### src/rtl/core/hrp_pkg.sv
// Shared types and constants of the HTTP request header parser.
// Holds the transfer payload structs, the phase encoding and the token tables.
// No dependencies.
package hrp_pkg;

    typedef struct packed {
        logic [7:0] byte_in;
        logic       last;
    } t_in_item;

    typedef struct packed {
        logic [7:0] byte_out;
        logic [2:0] byte_class;
        logic [3:0] method_code;
        logic       method_valid;
        logic [2:0] version_code;
        logic       version_valid;
        logic       pair_end;
        logic       header_error;
        logic       headers_done;
        logic       last_out;
    } t_out_item;

    // Per-byte control from the phase sequencer to the token matchers
    typedef struct packed {
        logic step;
        logic feed_method;
        logic feed_version;
        logic clear;
    } t_feed_ctl;

    typedef enum logic [12:0] {
        PH_METHOD  = 13'b0000000000001,
        PH_URI_GAP = 13'b0000000000010,
        PH_URI     = 13'b0000000000100,
        PH_VER_GAP = 13'b0000000001000,
        PH_VER     = 13'b0000000010000,
        PH_VER_LF  = 13'b0000000100000,
        PH_LINE    = 13'b0000001000000,
        PH_NAME    = 13'b0000010000000,
        PH_VAL_GAP = 13'b0000100000000,
        PH_VAL     = 13'b0001000000000,
        PH_LINE_LF = 13'b0010000000000,
        PH_END_LF  = 13'b0100000000000,
        PH_BODY    = 13'b1000000000000
    } t_phase;

    localparam logic [2:0] CL_METHOD  = 3'd0;
    localparam logic [2:0] CL_URI     = 3'd1;
    localparam logic [2:0] CL_VERSION = 3'd2;
    localparam logic [2:0] CL_NAME    = 3'd3;
    localparam logic [2:0] CL_VALUE   = 3'd4;
    localparam logic [2:0] CL_DELIM   = 3'd5;
    localparam logic [2:0] CL_BODY    = 3'd6;

    localparam logic [7:0] CH_SP    = 8'h20;
    localparam logic [7:0] CH_CR    = 8'h0D;
    localparam logic [7:0] CH_COLON = 8'h3A;

    localparam logic [3:0] MC_UNKNOWN = 4'd8;
    localparam logic [2:0] VC_UNKNOWN = 3'd4;

    localparam int unsigned NUM_METHODS  = 8;
    localparam int unsigned NUM_VERSIONS = 4;
    localparam logic [3:0]  TOKEN_MAX    = 4'd15;
    localparam logic [3:0]  VERSION_LEN  = 4'd8;

    // Names are left-justified: character 0 sits in bits 63:56
    localparam logic [63:0] METHOD_NAME [NUM_METHODS] = '{
        {"GET",     40'd0},
        {"POST",    32'd0},
        {"OPTIONS",  8'd0},
        {"HEAD",    32'd0},
        {"PUT",     40'd0},
        {"DELETE",  16'd0},
        {"TRACE",   24'd0},
        {"CONNECT",  8'd0}
    };

    localparam logic [3:0] METHOD_LEN [NUM_METHODS] = '{
        4'd3, 4'd4, 4'd7, 4'd4, 4'd3, 4'd6, 4'd5, 4'd7
    };

    localparam logic [63:0] VERSION_NAME [NUM_VERSIONS] = '{
        "HTTP/0.9", "HTTP/1.0", "HTTP/1.1", "HTTP/2.0"
    };

endpackage

### src/rtl/core/hrp_token_match.sv
// Method and version token matchers: candidate masks and token lengths.
// Depends on hrp_pkg for the name tables and the feed control struct.
module hrp_token_match (
    input  logic              i_clk,
    input  logic              i_rst_n,
    input  hrp_pkg::t_feed_ctl i_ctl,
    input  logic [7:0]        i_byte,
    output logic [3:0]        o_method_code,
    output logic [2:0]        o_version_code
);
    import hrp_pkg::*;

    logic [7:0] r_mcand, n_mcand;
    logic [3:0] r_mlen,  n_mlen;
    logic [3:0] r_vcand, n_vcand;
    logic [3:0] r_vlen,  n_vlen;
    logic [5:0] mbase;
    logic [5:0] vbase;

    // Character position inside the left-justified name word
    assign mbase = {~r_mlen[2:0], 3'b000};
    assign vbase = {~r_vlen[2:0], 3'b000};

    always_comb begin
        n_mcand = r_mcand;
        n_mlen  = r_mlen;
        n_vcand = r_vcand;
        n_vlen  = r_vlen;
        if (i_ctl.feed_method) begin
            for (int i = 0; i < NUM_METHODS; i++) begin
                if (r_mlen >= METHOD_LEN[i] || METHOD_NAME[i][mbase +: 8] != i_byte) begin
                    n_mcand[i] = 1'b0;
                end
            end
            if (r_mlen != TOKEN_MAX) begin
                n_mlen = r_mlen + 4'd1;
            end
        end
        if (i_ctl.feed_version) begin
            for (int i = 0; i < NUM_VERSIONS; i++) begin
                if (r_vlen >= VERSION_LEN || VERSION_NAME[i][vbase +: 8] != i_byte) begin
                    n_vcand[i] = 1'b0;
                end
            end
            if (r_vlen != TOKEN_MAX) begin
                n_vlen = r_vlen + 4'd1;
            end
        end
    end

    // Report from the updated token so a byte fed on the last transfer counts
    always_comb begin
        o_method_code = MC_UNKNOWN;
        for (int i = NUM_METHODS - 1; i >= 0; i--) begin
            if (n_mcand[i] && n_mlen == METHOD_LEN[i]) begin
                o_method_code = 4'(i);
            end
        end
        o_version_code = VC_UNKNOWN;
        for (int i = NUM_VERSIONS - 1; i >= 0; i--) begin
            if (n_vcand[i] && n_vlen == VERSION_LEN) begin
                o_version_code = 3'(i);
            end
        end
    end

    always_ff @(posedge i_clk) begin
        if (!i_rst_n || (i_ctl.step && i_ctl.clear)) begin
            r_mcand <= '1;
            r_mlen  <= '0;
            r_vcand <= '1;
            r_vlen  <= '0;
        end else if (i_ctl.step) begin
            r_mcand <= n_mcand;
            r_mlen  <= n_mlen;
            r_vcand <= n_vcand;
            r_vlen  <= n_vlen;
        end
    end

endmodule

### src/rtl/core/hrp_phase_fsm.sv
// Phase sequencer: tags each byte, tracks the request line and header lines.
// Depends on hrp_pkg; drives the token matchers through a feed control struct.
module hrp_phase_fsm (
    input  logic               i_clk,
    input  logic               i_rst_n,
    input  logic               i_step,
    input  hrp_pkg::t_in_item  i_item,
    input  logic [3:0]         i_method_code,
    input  logic [2:0]         i_version_code,
    output hrp_pkg::t_feed_ctl o_ctl,
    output hrp_pkg::t_out_item o_result
);
    import hrp_pkg::*;

    t_phase     r_phase, n_phase;
    logic       r_err,   n_err;
    logic [2:0] cls;
    logic       mvalid, vvalid, pend, hdone;
    logic       feed_m, feed_v;
    logic       is_sp, is_cr, is_colon;

    assign is_sp    = (i_item.byte_in == CH_SP);
    assign is_cr    = (i_item.byte_in == CH_CR);
    assign is_colon = (i_item.byte_in == CH_COLON);

    always_comb begin
        cls     = CL_DELIM;
        n_phase = r_phase;
        n_err   = r_err;
        mvalid  = 1'b0;
        vvalid  = 1'b0;
        pend    = 1'b0;
        hdone   = 1'b0;
        feed_m  = 1'b0;
        feed_v  = 1'b0;
        case (r_phase)
            PH_METHOD: begin
                if (is_sp) begin
                    mvalid  = 1'b1;
                    n_phase = PH_URI_GAP;
                end else begin
                    cls    = CL_METHOD;
                    feed_m = 1'b1;
                end
            end
            PH_URI_GAP: begin
                if (!is_sp) begin
                    cls     = CL_URI;
                    n_phase = PH_URI;
                end
            end
            PH_URI: begin
                if (is_sp) n_phase = PH_VER_GAP;
                else cls = CL_URI;
            end
            PH_VER_GAP, PH_VER: begin
                // skip the run of spaces before the version token
                if (!(r_phase == PH_VER_GAP && is_sp)) begin
                    if (is_cr) begin
                        vvalid  = 1'b1;
                        n_phase = PH_VER_LF;
                    end else begin
                        cls     = CL_VERSION;
                        feed_v  = 1'b1;
                        n_phase = PH_VER;
                    end
                end
            end
            PH_VER_LF: n_phase = PH_LINE;
            PH_LINE: begin
                if (is_cr) begin
                    hdone   = 1'b1;
                    n_phase = PH_END_LF;
                end else if (is_colon) begin
                    n_phase = PH_VAL_GAP;
                end else begin
                    cls     = CL_NAME;
                    n_phase = PH_NAME;
                end
            end
            PH_NAME: begin
                if (is_colon) begin
                    n_phase = PH_VAL_GAP;
                end else if (is_cr) begin
                    n_err   = 1'b1;
                    n_phase = PH_LINE_LF;
                end else begin
                    cls = CL_NAME;
                end
            end
            PH_VAL_GAP, PH_VAL: begin
                if (!(r_phase == PH_VAL_GAP && is_sp)) begin
                    if (is_cr) begin
                        pend    = 1'b1;
                        n_phase = PH_LINE_LF;
                    end else begin
                        cls     = CL_VALUE;
                        n_phase = PH_VAL;
                    end
                end
            end
            PH_LINE_LF: n_phase = PH_LINE;
            PH_END_LF:  n_phase = PH_BODY;
            PH_BODY:    cls = CL_BODY;
            default:    cls = CL_BODY;
        endcase

        // Close whatever is still open at the end of the message
        if (i_item.last) begin
            if (n_phase == PH_METHOD) mvalid = 1'b1;
            if (n_phase == PH_METHOD || n_phase == PH_URI_GAP || n_phase == PH_URI ||
                n_phase == PH_VER_GAP || n_phase == PH_VER) begin
                vvalid = 1'b1;
            end
            if (n_phase == PH_VAL_GAP || n_phase == PH_VAL) pend = 1'b1;
            if (n_phase == PH_NAME) n_err = 1'b1;
        end
    end

    assign o_ctl.step         = i_step;
    assign o_ctl.feed_method  = feed_m;
    assign o_ctl.feed_version = feed_v;
    assign o_ctl.clear        = i_item.last;

    assign o_result.byte_out      = i_item.byte_in;
    assign o_result.byte_class    = cls;
    assign o_result.method_code   = mvalid ? i_method_code : 4'd0;
    assign o_result.method_valid  = mvalid;
    assign o_result.version_code  = vvalid ? i_version_code : 3'd0;
    assign o_result.version_valid = vvalid;
    assign o_result.pair_end      = pend;
    assign o_result.header_error  = n_err;
    assign o_result.headers_done  = hdone;
    assign o_result.last_out      = i_item.last;

    always_ff @(posedge i_clk) begin
        if (!i_rst_n || (i_step && i_item.last)) begin
            r_phase <= PH_METHOD;
            r_err   <= 1'b0;
        end else if (i_step) begin
            r_phase <= n_phase;
            r_err   <= n_err;
        end
    end

endmodule

### src/rtl/core/http_request_header_parser_unit.sv
// Top level of the HTTP request header parser: input register, parser core,
// result register. Depends on hrp_pkg, hrp_token_match and hrp_phase_fsm.

// Accepts one request byte per clock while the output is not stalled, and
// returns one tagged result per byte, in order, through the input register and
// the result register. The sustained rate is one byte per cycle while the
// output is not stalled; the parse phase and token candidate masks update
// between those registers. A stall on the output is absorbed by the result
// register, and the input register keeps accepting while it has room. The
// last flag ends a message: codes not yet given are reported on that byte and
// all parse state returns to its reset value for the next message.
module http_request_header_parser_unit (
    input  logic               i_clk,
    input  logic               i_rst_n,
    input  logic               i_in_valid,
    input  hrp_pkg::t_in_item  i_in,
    output logic               o_in_stall,
    output logic               o_out_valid,
    output hrp_pkg::t_out_item o_out,
    input  logic               i_out_stall
);
    import hrp_pkg::*;

    logic      r_s1_valid;
    t_in_item  r_s1;
    logic      r_out_valid;
    t_out_item r_out;
    logic      out_ready;
    logic      step;
    logic      in_xfer;
    t_feed_ctl ctl;
    t_out_item result;
    logic [3:0] method_code;
    logic [2:0] version_code;

    assign out_ready  = !r_out_valid || !i_out_stall;
    assign step       = r_s1_valid && out_ready;
    assign o_in_stall = r_s1_valid && !out_ready;
    assign in_xfer    = i_in_valid && !o_in_stall;

    always_ff @(posedge i_clk) begin
        if (!i_rst_n) begin
            r_s1_valid <= 1'b0;
        end else if (in_xfer) begin
            r_s1_valid <= 1'b1;
        end else if (step) begin
            r_s1_valid <= 1'b0;
        end
    end

    always_ff @(posedge i_clk) begin
        if (in_xfer) r_s1 <= i_in;
    end

    hrp_phase_fsm u_fsm (
        .i_clk          (i_clk),
        .i_rst_n        (i_rst_n),
        .i_step         (step),
        .i_item         (r_s1),
        .i_method_code  (method_code),
        .i_version_code (version_code),
        .o_ctl          (ctl),
        .o_result       (result)
    );

    hrp_token_match u_match (
        .i_clk          (i_clk),
        .i_rst_n        (i_rst_n),
        .i_ctl          (ctl),
        .i_byte         (r_s1.byte_in),
        .o_method_code  (method_code),
        .o_version_code (version_code)
    );

    // Hold the result while the downstream side stalls
    always_ff @(posedge i_clk) begin
        if (!i_rst_n) begin
            r_out_valid <= 1'b0;
        end else if (step) begin
            r_out_valid <= 1'b1;
        end else if (out_ready) begin
            r_out_valid <= 1'b0;
        end
    end

    always_ff @(posedge i_clk) begin
        if (step) r_out <= result;
    end

    assign o_out_valid = r_out_valid;
    assign o_out       = r_out;

`ifndef ASSERT_OFF
    a_method_end_on_space: assert property (@(posedge i_clk) disable iff (!i_rst_n)
        o_out_valid && o_out.method_valid && !o_out.last_out |-> o_out.byte_out == CH_SP)
        else $error("method end reported on a byte other than a space");

    a_version_end_on_cr: assert property (@(posedge i_clk) disable iff (!i_rst_n)
        o_out_valid && o_out.version_valid && !o_out.last_out |-> o_out.byte_out == CH_CR)
        else $error("version end reported on a byte other than CR");

    a_headers_done_delim: assert property (@(posedge i_clk) disable iff (!i_rst_n)
        o_out_valid && o_out.headers_done |->
            o_out.byte_out == CH_CR && o_out.byte_class == CL_DELIM)
        else $error("headers done not on a delimiter CR");

    a_body_no_tokens: assert property (@(posedge i_clk) disable iff (!i_rst_n)
        o_out_valid && o_out.byte_class == CL_BODY |->
            !o_out.method_valid && !o_out.version_valid && !o_out.pair_end)
        else $error("token completion reported inside the body");

    a_step_loads_result: assert property (@(posedge i_clk) disable iff (!i_rst_n)
        step |=> r_out_valid)
        else $error("advanced item did not reach the result register");
`endif

endmodule
### config.mk
export PLATFORM = sky130hd
export DESIGN_NAME = http_request_header_parser_unit
export DESIGN_NICKNAME = d
export VERILOG_FILES = /design/src/rtl/core/hrp_pkg.sv /design/src/rtl/core/hrp_token_match.sv /design/src/rtl/core/hrp_phase_fsm.sv /design/src/rtl/core/http_request_header_parser_unit.sv
export SDC_FILE = /design/constraint.sdc
export NUM_CORES = 1
export LEC_CHECK = 0
export BUFFER_PORTS_ARGS = -buffer_cell sky130_fd_sc_hd__buf_2
export CAP_MARGIN = 10
export CORE_AREA = 8 8 105 107
export CTS_CLUSTER_SIZE = 10
export DETAILED_ROUTE_END_ITERATION = 8
export DIE_AREA = 0 0 113 115
export HOLD_SLACK_MARGIN = 0.06
export PLACE_DENSITY = 0.78
export SYNTH_ARGS = -nofsm -noshare
export SYNTH_HDL_FRONTEND = slang
export SYNTH_SLANG_ARGS = --single-unit
### constraint.sdc
create_clock -name i_clk -period 3.55 [get_ports i_clk]
set_input_delay 0.71 -clock i_clk [delete_from_list [all_inputs] [get_ports i_clk]]
set_output_delay 0.71 -clock i_clk [all_outputs]
set_load 0.01 [all_outputs]
Word-level counts from Yosys, hierarchy flattened:

Index checks and enable logic that the tools add are counted.

* word-level logic and storage cells: 226
* flip-flop bits (word level): 69
* output and inout port bits: 26

* shifts and indexed selects: 12
* eq/ne operators: 43
* muxes and demuxes: 78
* add/subtract/negate cells: 2
* order comparisons: 6
* reduce and logical (&&, ||, !) cells: 56
* bitwise gates (word level): 4

Operators by type and width (count)
* $shiftx A64 B7 Y8 const A: 12
* $pmux W13 S9: 1
* $mux W13: 8
* $ne A8 B8 Y1: 12
* $mux W1: 42
* $mux W3: 13
* $eq A13 B1 Y1 const B: 2
* $eq A13 B10 Y1 const B: 2
* $eq A13 B2 Y1 const B: 2
* $eq A13 B3 Y1 const B: 2
* $eq A13 B4 Y1 const B: 2
* $eq A13 B5 Y1 const B: 2
* $eq A13 B8 Y1 const B: 2
* $eq A13 B9 Y1 const B: 2
* $mux W4: 6
* $pmux W3 S7: 1
* $logic_or A1 B1 Y1: 19
* $logic_and A1 B1 Y1: 18
* $eq A4 B3 Y1 const B: 4
* $eq A8 B6 Y1 const B: 2
* $ge A4 B3 Y1 const B: 4
* $eq A13 B11 Y1 const B: 1
* $eq A13 B12 Y1 const B: 1
* $eq A13 B6 Y1 const B: 1
* 22 further kinds: 40

Logic depth before layout (Yosys ltp):

* word-level depth: 14
* mapped depth: 13
* depth with buffers taken out: 11

By module:

Synthesis repeated with hierarchy kept, for this count alone.

* cells, all modules: 613
* area, all modules: 5331.4 um2

By module, submodules not included
* hrp_token_match: times used 1, seq. area each 400.4 um2, cells an instance 325, area an instance 2404.8 um2
* hrp_phase_fsm: times used 1, seq. area each 280.3 um2, cells an instance 247, area an instance 1851.8 um2
* http_request_header_parser_unit: times used 1, seq. area each 1031.0 um2, cells an instance 41, area an instance 1074.8 um2

Worst setup path after synthesis:

Ideal clock, no wire load.

* path type: register to register
* from: register r_s1[3] (netlist bit)
* to: register r_out (netlist bit o_out[7]), data pin
* required time: 3.398 ns
* clock period less this slack: 2.865 ns
* cell stages (with the launch flop): 11
* setup slack: 0.685 ns
* data arrival time: 2.713 ns
* cells stage by stage: edfxtp_1 -> buf_6 -> or4b_4 -> or4_4 -> a211oi_2 -> a211oi_1 -> a31o_1 -> nand2b_4 -> a211oi_2 -> o21ai_2 -> a22oi_2

* longest elaborated chain between the ends: 13
* elaborated cells between the ends (all ways): 56
* those cells by class: 13 x eq/ne; 27 x mux; 1 x bitwise; 15 x reduce/logical

RTL lines
* from (decl): RTL line http_request_header_parser_unit.sv:25 `t_in_item r_s1;`
* from (signal assigned): RTL line http_request_header_parser_unit.sv:52 `if (in_xfer) r_s1 <= i_in;`
* $eq A8 B4 Y1, or another cell as far along: RTL line hrp_phase_fsm.sv:23 `assign is_cr = (i_item.byte_in == CH_CR);`
* $mux W13, or another cell as far along: RTL line hrp_phase_fsm.sv:84 `end else if (is_cr) begin`
* $mux W13 (on tied branches)
* $pmux W13 S9: RTL line hrp_phase_fsm.sv:36 `case (r_phase)`
* $eq A13 B1 Y1 / $eq A13 B2 Y1 (equally long branches): RTL line hrp_phase_fsm.sv:111 `if (n_phase == PH_METHOD || n_phase == PH_URI_GAP || n_phase == PH_URI ||`
* $logic_or A1 B1 Y1 (3 in a row): RTL line hrp_phase_fsm.sv:111
* $logic_or A1 B1 Y1: RTL line hrp_phase_fsm.sv:112 `n_phase == PH_VER_GAP || n_phase == PH_VER) begin`
* $mux W1: RTL line hrp_phase_fsm.sv:111
* $mux W1: RTL line hrp_phase_fsm.sv:109 `if (i_item.last) begin`
* $not A1 Y1 (no line)
* $reduce_or A4 Y1 (no line)
* to (signal assigned): RTL line http_request_header_parser_unit.sv:87 `if (step) r_out <= result;`
* to (decl): RTL line http_request_header_parser_unit.sv:27 `t_out_item r_out;`

Several ways; a longest one is shown, not always the timed one.
A chain may end at the register's enable or synchronous reset.

==> impl_metrics.env <==
export IMPL_outcome="complete, no violations"
export IMPL_hp_class="flip-flop to flip-flop"
export IMPL_multi_input_area_um2=3080
export IMPL_crit_slowest_cell="or4_1"
export IMPL_ys_types=82
export IMPL_reg2reg_depth=9
export IMPL_syn_instance_count=608
export IMPL_grt_use_met2_pct=35.3
export IMPL_drt_iter0_drc=305
export IMPL_cp_required_ns=3.70
export IMPL_synth_ff_type="dfxtp_1"
export IMPL_grt_pass1_vias=4571
export IMPL_grt_ovfl_total=0
export IMPL_row_count=36
export IMPL_syn_area_um2=5030
export IMPL_async_flop_share_pct=0
export IMPL_path_delay_family="simple AND/OR/NAND/NOR gates"
export IMPL_synth_seq_area_share_pct=34.0
export IMPL_grt_max_degree=43
export IMPL_stdcell_count=759
export IMPL_fill_cells=833
export IMPL_crit_path_frequent_cell="nor4_2"
export IMPL_slew_headroom_pct=44.5
export IMPL_dp_hpwl_mm=10.2
export IMPL_first_pass_iters=5
export IMPL_use_met3_pct=4.46
export IMPL_min_path_cells=2
export IMPL_end_kind="flip-flop"
export IMPL_die_h_um=115
export IMPL_power_mw=2.12
export IMPL_cts_tree="yes"
export IMPL_cp_data_arrival_time_ns=3.42
export IMPL_vias=4830
export IMPL_fp_dieW_um=113
export IMPL_syn_num_nets=633
export IMPL_cts_resized=0
export IMPL_critical_path_class="flip-flop to flip-flop"
export IMPL_clockPowerShare_pct=40.4
export IMPL_gp_congestion=0.963
export IMPL_peakVddDrop_v=0.000216
export IMPL_htree_levels=3
export IMPL_clockRootBuffer="clkbuf_8"
export IMPL_core_region_area_um2=9460
export IMPL_fp_dieArea_um2=13000
export IMPL_power_switching_share_pct=28.4
export IMPL_cts_buffers=9
export IMPL_initial_core_util_pct=53.2
export IMPL_routed_via_density=6.36
export IMPL_startpoint_type="flip-flop"
export IMPL_route_detailed_drc=0
export IMPL_seqCellArea_um2=1710
export IMPL_maxCapViolations=0
export IMPL_syn_mean_instance_area_um2=8.27
export IMPL_power_density_nw_per_um2=376
export IMPL_synth_seq_cells=69
export IMPL_mostFrequentLayoutCell="nor2_1"
export IMPL_syn2layout_area_growth_pct=12.3
export IMPL_antenna_found_initial=0
export IMPL_tns_ns=0
export IMPL_switchingPower_mw=0.603
export IMPL_final_min_clock_period_ns=3.27
export IMPL_io_pins=39
export IMPL_max_freq_ghz=0.306
export IMPL_ant_nets=0
export IMPL_worst_path_buf_inv=0
export IMPL_drive_gt1_share_pct=18.1
export IMPL_clock_skew_ns=0.0119
export IMPL_final_setup_viol_count=0
export IMPL_final_hold_violation_count=0
export IMPL_p_leak_nw=2.14
export IMPL_post_drt_wl_per_cell_um=18.6
export IMPL_cp_depth=9
export IMPL_pre_cts_slack_ns=0.400
export IMPL_clk_pin_slew_ns=0.08
export IMPL_busiest_layer="met2"
export IMPL_pwr_share_seq_pct=41.8
export IMPL_grt_pass1_wl_mm=22.9
export IMPL_timing_final_ws_setup_ns=0.278
export IMPL_worst_pin_slew_ns=0.831
export IMPL_rsz0062_at_grt="no"
export IMPL_finalCritPeriodShare_pct=92.2
export IMPL_final_cell_mix="61 x nor2_1, 57 x nand2_1, 43 x a21oi_1, 38 x buf_2, 36 x dfxtp_1"
export IMPL_combPwrFrac_pct=17.8
export IMPL_port_buffers=38
export IMPL_hold_slack_ns=0.450
export IMPL_finalMaxSlewViolations=0
export IMPL_holdBufCountCts=0
export IMPL_cp_cell_sequence="or4_1 > nor4_2 > o21ai_1 > and4_4 > o31ai_4 > nand2_1 > nor4_2 > nand4_1 > o21ai_0"
export IMPL_antenna_diode_count=0
export IMPL_insertion_delay_ns=0.38
export IMPL_placedCellCount=743
export IMPL_num_nets_final=665
export IMPL_crit_fanout=14
export IMPL_synth_edf_count=33
export IMPL_cts_buffer_depth=2
export IMPL_yosys_warnings=0
export IMPL_wirelength_mm=14.1
export IMPL_grtUsageMet1_pct=28.5
export IMPL_p_int_mw=1.52
export IMPL_clock_sinks=69
export IMPL_grt_usage_pct=22.2
export IMPL_max_stage_delay_ns=0.61
export IMPL_post_cts_setup_buffers=0
[worst reg2reg max path, stage by stage (launching register included)]
cell and delay [ns]:
dfxtp_1 0.47, or4_1 0.61, nor4_2 0.28, o21ai_1 0.16, and4_4 0.26, o31ai_4 0.44
nand2_1 0.12, nor4_2 0.36, nand4_1 0.16, o21ai_0 0.19
[state kept, by name (all words and copies together), names as in the netlist]
| name | count |
|---|---|
| u_match.r_vlen | 4 |
| r_s1_valid | 1 |
| r_s1 | 9 |
| u_match.r_mlen | 4 |
| u_fsm.r_phase | 13 |
| u_fsm.r_err | 1 |
| u_match.r_mcand | 8 |
| o_out | 24 |
| o_out_valid | 1 |
| u_match.r_vcand | 4 |
[Yosys cell counts, drive strengths merged, types with 4 or more instances]
master,count,area [um2]
a211o,5,43.8
a31oi,9,56.3
dfxtp,36,721
ha,12,150
clkbuf,29,109
inv,15,56.3
edfxtp,33,991
and3,9,56.3
o21a,4,30.0
nor2,63,246
nand3,21,110
a21o,4,30.0
or3,8,50.1
and2,5,31.3
xnor2,19,166
and4,5,46.3
nor2b,10,62.6
nor3,22,120
mux2i,7,73.8
nor4,13,106
nand2,58,220
nand4,13,81.3
nor4b,7,73.8
or2,5,31.3
a31o,5,43.8
xor2,15,131
or4,4,37.5
a21oi,45,233
nand2b,16,108
o22ai,7,43.8
a211oi,11,92.6
o21ai,32,164
buf,15,72.6
[worst paths after layout]
kind | startpoint | endpoint | slack [ns]
worst min register to register | u_match.r_mcand[5] | u_match.r_mcand[5] | 0.45
worst max-delay path | u_fsm.r_phase[1] | o_out[3] | 0.28
worst max register to register | u_fsm.r_phase[1] | o_out[3] | 0.28
worst min-delay path | u_match.r_mcand[5] | u_match.r_mcand[5] | 0.45
[final cells by class]
type / count / share of cell area (%)
inverter: 16 / 1.06
clock inverter: 6 / 2.06
tap: 114 / 2.53
sequential: 69 / 30.3
clock buffer: 10 / 2.64
multi-input combinational: 479 / 54.5
timing repair buffer: 65 / 6.96
[kinds of logic after synthesis]
family	synth area share, %
and+or+nand+nor	29.6
AOI/OAI and AO/OA	21.2
DFF	34.0
buffers and inverters	4.80
xor gates and xnor gates	5.92
adders and majority gates	2.99
muxes	1.47
[through the flow]
step / cell area, um2 / utilization [%]
after floorplan: 5030 / -
after global placement: 5380 / 56.9
after detailed placement: 5380 / 56.9
after CTS: 5650 / 59.7
after global routing: 5650 / 59.7
final: 5650 / 59.7
[power groups by stage]
stage / combinational (mW) / sequential [mW] / clock [mW]
after floorplan: 0.266 / 0.910 / 0
after global placement: 0.367 / 0.905 / 0
after detailed placement: 0.371 / 0.906 / 0
after CTS: 0.374 / 0.888 / 0.865
after global routing: 0.414 / 0.893 / 0.900
final: 0.378 / 0.889 / 0.857
[layer usage]
layer  routed length (um)  part of all wire, %
met2                 6270                   44
met4                  444                  3.1
met1                 6370                   45
met3                 1060                  7.5
met5                    0                    0
Note: power is estimated with default switching activity, not from simulation.
